$ cat src/hw/rtl/sv39_page_table_walker_macros.svh
// ----------------------------------------------------------------------------
// Sv39 page table walker: assertion macros
// Shared assertion forms for the walker's modules. Each expects clk and
// arst_n in scope.
// ----------------------------------------------------------------------------
`ifndef SV39_PAGE_TABLE_WALKER_MACROS_SVH
`define SV39_PAGE_TABLE_WALKER_MACROS_SVH

// Same-cycle implication, checked out of reset.
`define SV39PTW_ASSERT_IMP(label, ante, cons, msg) \
	label: assert property (@(posedge clk) disable iff (!arst_n) (ante) |-> (cons)) \
		else $error(msg);

// Next-cycle implication, checked out of reset.
`define SV39PTW_ASSERT_NXT(label, ante, cons, msg) \
	label: assert property (@(posedge clk) disable iff (!arst_n) (ante) |=> (cons)) \
		else $error(msg);

`endif

$ cat src/hw/rtl/sv39ptw_pkg.sv
// ----------------------------------------------------------------------------
// Sv39 page table walker package
// Item types, status codes and the command and status groups between the
// walk controller and the table datapath.
// ----------------------------------------------------------------------------
package sv39ptw_pkg;

	localparam int VA_W     = 39;
	localparam int PA_W     = 56;
	localparam int PERM_W   = 8;
	localparam int STATUS_W = 3;
	localparam int PTE_W    = 54;
	localparam int PPN_LSB  = 10;
	localparam int PPN_W    = PTE_W - PPN_LSB;
	localparam int OFF_W    = 12;
	localparam int VPN_W    = 9;
	localparam int FREE_W   = 9;
	localparam int LVL_W    = 2;

	localparam logic [LVL_W-1:0]  TOP_LEVEL = 2'd2;
	localparam logic [PERM_W-1:0] PERM_V    = 8'h01;

	localparam logic ACT_LOOKUP = 1'b0;
	localparam logic ACT_MAP    = 1'b1;

	localparam logic [STATUS_W-1:0] ST_OK         = 3'd0;
	localparam logic [STATUS_W-1:0] ST_MISALIGNED = 3'd1;
	localparam logic [STATUS_W-1:0] ST_NO_PAGE    = 3'd2;
	localparam logic [STATUS_W-1:0] ST_MAPPED     = 3'd3;
	localparam logic [STATUS_W-1:0] ST_NOT_MAPPED = 3'd4;

	typedef struct packed {
		logic              action;
		logic [VA_W-1:0]   virt_addr;
		logic [PA_W-1:0]   phys_addr;
		logic [PERM_W-1:0] perm_bits;
	} req_t;

	typedef struct packed {
		logic [STATUS_W-1:0] status;
		logic [PTE_W-1:0]    leaf_entry;
	} rsp_t;

	// controller -> datapath
	typedef struct packed {
		logic                load;
		logic                rd;
		logic                follow;
		logic                alloc;
		logic                clr;
		logic                wr_leaf;
		logic                fin;
		logic [LVL_W-1:0]    level;
		logic [VPN_W-1:0]    clr_idx;
		logic [STATUS_W-1:0] status;
	} cmd_t;

	// datapath -> controller
	typedef struct packed {
		logic is_map;
		logic misaligned;
		logic tbl_ok;
		logic leaf_valid;
		logic page_left;
	} st_t;

endpackage

$ cat src/hw/rtl/sv39ptw_ctrl.sv
// ----------------------------------------------------------------------------
// Sv39 page table walker: walk controller
// Sequences root clearing, the three-level walk, page allocation with its
// clearing sweep, and the final result.
// ----------------------------------------------------------------------------
`include "sv39_page_table_walker_macros.svh"

module sv39ptw_ctrl (
	input  logic               clk,
	input  logic               arst_n,
	input  logic               start,
	output logic               busy,
	input  sv39ptw_pkg::st_t   st,
	output sv39ptw_pkg::cmd_t  cmd
);
	import sv39ptw_pkg::*;

	localparam logic [2:0] S_INIT  = 3'd0;
	localparam logic [2:0] S_IDLE  = 3'd1;
	localparam logic [2:0] S_CHECK = 3'd2;
	localparam logic [2:0] S_READ  = 3'd3;
	localparam logic [2:0] S_EVAL  = 3'd4;
	localparam logic [2:0] S_ZERO  = 3'd5;

	logic [2:0]       state_q, state_d;
	logic [LVL_W-1:0] lvl_q, lvl_d;
	logic [VPN_W-1:0] clr_q, clr_d;
	logic [2:0]       wr_vec;

	always_comb begin
		cmd         = '0;
		cmd.level   = lvl_q;
		cmd.clr_idx = clr_q;
		state_d     = state_q;
		lvl_d       = lvl_q;
		clr_d       = clr_q;
		case (state_q)
			S_INIT: begin
				cmd.clr = 1'b1;
				clr_d   = clr_q + 1'b1;
				if (&clr_q) begin
					state_d = S_IDLE;
				end
			end
			S_IDLE: begin
				if (start) begin
					cmd.load = 1'b1;
					lvl_d    = TOP_LEVEL;
					state_d  = S_CHECK;
				end
			end
			S_CHECK: begin
				if (st.is_map && st.misaligned) begin
					cmd.fin    = 1'b1;
					cmd.status = ST_MISALIGNED;
					state_d    = S_IDLE;
				end else begin
					state_d = S_READ;
				end
			end
			S_READ: begin
				cmd.rd  = 1'b1;
				state_d = S_EVAL;
			end
			S_EVAL: begin
				if (lvl_q != '0) begin
					if (st.tbl_ok) begin
						cmd.follow = 1'b1;
						lvl_d      = lvl_q - 1'b1;
						state_d    = S_READ;
					end else if (!st.is_map) begin
						cmd.fin    = 1'b1;
						cmd.status = ST_NOT_MAPPED;
						state_d    = S_IDLE;
					end else if (!st.page_left) begin
						cmd.fin    = 1'b1;
						cmd.status = ST_NO_PAGE;
						state_d    = S_IDLE;
					end else begin
						cmd.alloc = 1'b1;
						clr_d     = '0;
						state_d   = S_ZERO;
					end
				end else begin
					cmd.fin = 1'b1;
					state_d = S_IDLE;
					if (!st.is_map) begin
						cmd.status = ST_OK;
					end else if (st.leaf_valid) begin
						cmd.status = ST_MAPPED;
					end else begin
						cmd.wr_leaf = 1'b1;
						cmd.status  = ST_OK;
					end
				end
			end
			S_ZERO: begin
				cmd.clr = 1'b1;
				clr_d   = clr_q + 1'b1;
				if (&clr_q) begin
					lvl_d   = lvl_q - 1'b1;
					state_d = S_READ;
				end
			end
			default: begin
				state_d = S_IDLE;
			end
		endcase
	end

	always_ff @(posedge clk or negedge arst_n) begin
		if (!arst_n) begin
			state_q <= S_INIT;
			lvl_q   <= '0;
			clr_q   <= '0;
		end else begin
			state_q <= state_d;
			lvl_q   <= lvl_d;
			clr_q   <= clr_d;
		end
	end

	assign busy   = (state_q != S_IDLE);
	assign wr_vec = {cmd.alloc, cmd.clr, cmd.wr_leaf};

	`SV39PTW_ASSERT_IMP(a_single_write, 1'b1, $onehot0(wr_vec), "more than one table write at once")
	`SV39PTW_ASSERT_NXT(a_fin_idle, cmd.fin, state_q == S_IDLE, "walker not idle after result")
	`SV39PTW_ASSERT_NXT(a_alloc_sweep, cmd.alloc, (state_q == S_ZERO) && (clr_q == '0), "allocation not followed by a clearing sweep")

endmodule

$ cat config.mk
export PLATFORM = sky130hd
export DESIGN_NAME = sv39ptw_ctrl
export DESIGN_NICKNAME = d
export VERILOG_FILES = /design/src/hw/rtl/sv39ptw_pkg.sv /design/src/hw/rtl/sv39ptw_ctrl.sv
export VERILOG_INCLUDE_DIRS = /design/src /design/src/hw/rtl
export SDC_FILE = /design/constraint.sdc
export NUM_CORES = 1
export LEC_CHECK = 0
export BUFFER_PORTS_ARGS = -buffer_cell sky130_fd_sc_hd__buf_2
export CORE_MARGIN = 1.5
export CORE_UTILIZATION = 35
export CTS_CLUSTER_SIZE = 14
export DETAILED_ROUTE_END_ITERATION = 10
export HOLD_SLACK_MARGIN = 0.05
export SYNTH_ARGS = -nofsm -noshare
export SYNTH_HDL_FRONTEND = slang
export SYNTH_SLANG_ARGS = --single-unit
$ cat constraint.sdc
create_clock -name clk -period 3.8 [get_ports clk]
set_clock_uncertainty 0.05 [all_clocks]
set_input_delay 0.57 -clock clk [delete_from_list [all_inputs] [get_ports clk]]
set_output_delay 0.57 -clock clk [all_outputs]
set_load 0.01 [all_outputs]
==> metrics <==
Place WS 1.52 ns; Final Cycle Share 63.8%; Register-to-Register Path Depth 9; Pwr Density 636 nW/um^2; Placed Cells 154; VDD IR max 0.000356 V; status complete, no violations; Core Region 2480 um^2; Hold Path Class in2async; Cells after Synth 98; worst-path fanout max 10; Switching Fraction 39.9%; GRT overflow 0; RSZ-0062 raised after global routing false; effective utilization at floorplan 37.1%; Worst-Skew Late Latency 0.27 ns; drt via density 5.25; GP Congestion 0.758; fmax 0.412 GHz; CTS tree built; max cap viols 0; Tmin final 2.43 ns; # setup viols final 0; total wire length 1980 um; top post-synthesis cells by area dfrtp_1, ha_1, nor2_1; Flop pwr share 39.7%; Clk network pwr share 14.6%; Ant. Diodes 0; I/O pin count 30; Final Util 45.1%; initial antenna violation count 0; r2r endpoint lvl_q[1]$_DFFE_PN0P_; area grow syn2layout 21.4%; Commonest cells post-synth dfrtp_1, nor2_1, a21oi_1, nand2_1; endpoints failing hold 0; Clock Sinks 14; Pleak 0.000531 uW; Hold Buf Count CTS 0; share of the synthesized area in the top cell type 38.1%; post-synthesis cell type count 40; reg2reg setup slack 1.53 ns; combinational power share 45.7%; Die Width 54.3 um; final net count 141; first-pass GRT wire length 3260 um; CP required 3.18 ns; Setup CP Type reg2out; main flop type after synthesis dfrtp_1; Overall Global Routing Usage 14.9%; switching power 283 uW; synthesized cell area 920 um^2; asr flop ratio synth 100%; Die Y 54.3 um; vias in the first global route 752; drt drc 0; Post-Syn Area per Cell 9.38 um^2; crit end category primary output; area of the multi-input gates 528 um^2; sequential area share after synthesis 38.1%; Post-CTS Setup Inserts 0; FF-to-FF Start clr_q[0]$_DFFE_PN0P_; CTS H-tree lvls 1; setup TNS 0 ns; I/O Buffers 29; post-DR wirelength/cell 12.6 um; fillers 264; internal power 427 uW; Slew @ Worst Pin 0.518 ns; Clock Tree Root clkbuf_4; Yosys top cell by area dfrtp_1; non-filler cells, final 158; synth warn 0; cts repair resizes 0; Syn Nets 110; vias 830; final worst slack 1.37 ns; worst path arrival time 1.81 ns; most common cell in the netlist dfrtp_1; EDFF count, synth 0; remaining antenna violation count after routing 0; drt pass-1 iters 4; DP HPWL 1540 um; row count 18; Inserted Clock Buffers 3; FF+latch count, synth 14; clock tree buffer depth 2; DRT iter0 DRCs 12; register area 350 um^2; largest net degree at the start of global routing 15; DIE AREA 2940 um^2; Worst setup SP type flip-flop; clock-pin slew on the worst setup and hold paths 0.08 ns; Pins Over Slew Limit 0; relative slew slack 65.3%; share of cells above drive strength 1 32.0%
-- through the flow --
| stage | cell area [um^2] | total power (uW) | hold WS [ns] |
|---|---|---|---|
| after detailed placement | 1080 | 611 | 0.431 |
| after CTS | 1120 | 722 | 0.124 |
| after global routing | 1120 | 771 | 0.140 |
| after global placement | 1080 | 608 | 0.433 |
| final | 1120 | 710 | 0.124 |
| after floorplan | 920 | 502 | 0.224 |
-- critical path, stage by stage, from the launching register on --
cell and delay, ns:
dfrtp_1 0.53, or3b_4 0.46, nor3_4 0.33, buf_2 0.21
-- worst max path at each step --
stage                                 endpoint  depth (start not counted)  slack (ns)                   start
final                                  cmd[17]                          3        1.37  state_q[2]$_DFFE_PN0P_
after global routing                    cmd[0]                          5        1.19  state_q[1]$_DFFE_PN0P_
after CTS                              cmd[17]                          5        1.37    lvl_q[0]$_DFFE_PN0P_
after detailed placement  lvl_q[1]$_DFFE_PN0P_                          9        1.52    clr_q[0]$_DFFE_PN0P_
after global placement    lvl_q[1]$_DFFE_PN0P_                          9        1.55    clr_q[0]$_DFFE_PN0P_
after floorplan           lvl_q[1]$_DFFE_PN0P_                          9        1.71    clr_q[0]$_DFFE_PN0P_
-- area by class of cell --
class / count / share of cell area [%]
Tap cell: 30 / 3.36
Sequential cell: 14 / 31.4
Timing Repair Buffer: 29 / 13.0
Clock buffer: 4 / 3.25
Multi-Input combinational cell: 76 / 47.3
Inverter: 5 / 1.68
-- per-layer routing --
metal / wire length (um) / GRT usage, % / up-vias
met2: 908 / 24.3 / 29
met4: 0 / 4.17 / 0
met1: 949 / 20.9 / 382
met3: 126 / 1.64 / 0
met5: 0 / 0 / -
li1: - / - / 419
-- power groups by stage --
stage | Sequential, uW | Clock, uW | Combinational (uW)
2_1_floorplan | 285 | 0 | 217
3_3_place_gp | 281 | 0 | 327
3_5_place_dp | 283 | 0 | 328
4_1_cts | 282 | 109 | 331
5_1_grt | 295 | 114 | 362
6_report | 282 | 104 | 324
-- registers in the layout, indices dropped and copies added, names as in the netlist --
signal	cells
lvl_q	2
state_q	3
clr_q	9
-- cells in the final DEF, fill, tap and decap left out, drive strengths merged, types with 2 or more instances in the layout --
cell	count
xnor2	4
a22o	3
nor3	6
nand2	6
o32ai	2
mux2i	2
ha	4
nor4b	2
nor2	13
mux2	2
dfrtp	14
a21oi	6
inv	5
clkbuf	4
nor2b	2
nand3	2
and3	2
o21bai	2
o21ai	2
buf	29
nor3b	2
-- cells by family after synthesis --
family	count (synthesis)	synth area share [%]
AOI/OAI and AO/OA	19	15.0
xor gates and xnor gates	5	4.76
adders and majority gates	4	5.44
buffers and inverters	8	4.49
DFF	14	38.1
muxes	4	5.03
and+or+nand+nor	44	27.2
Power figures use the tool's default switching activity.
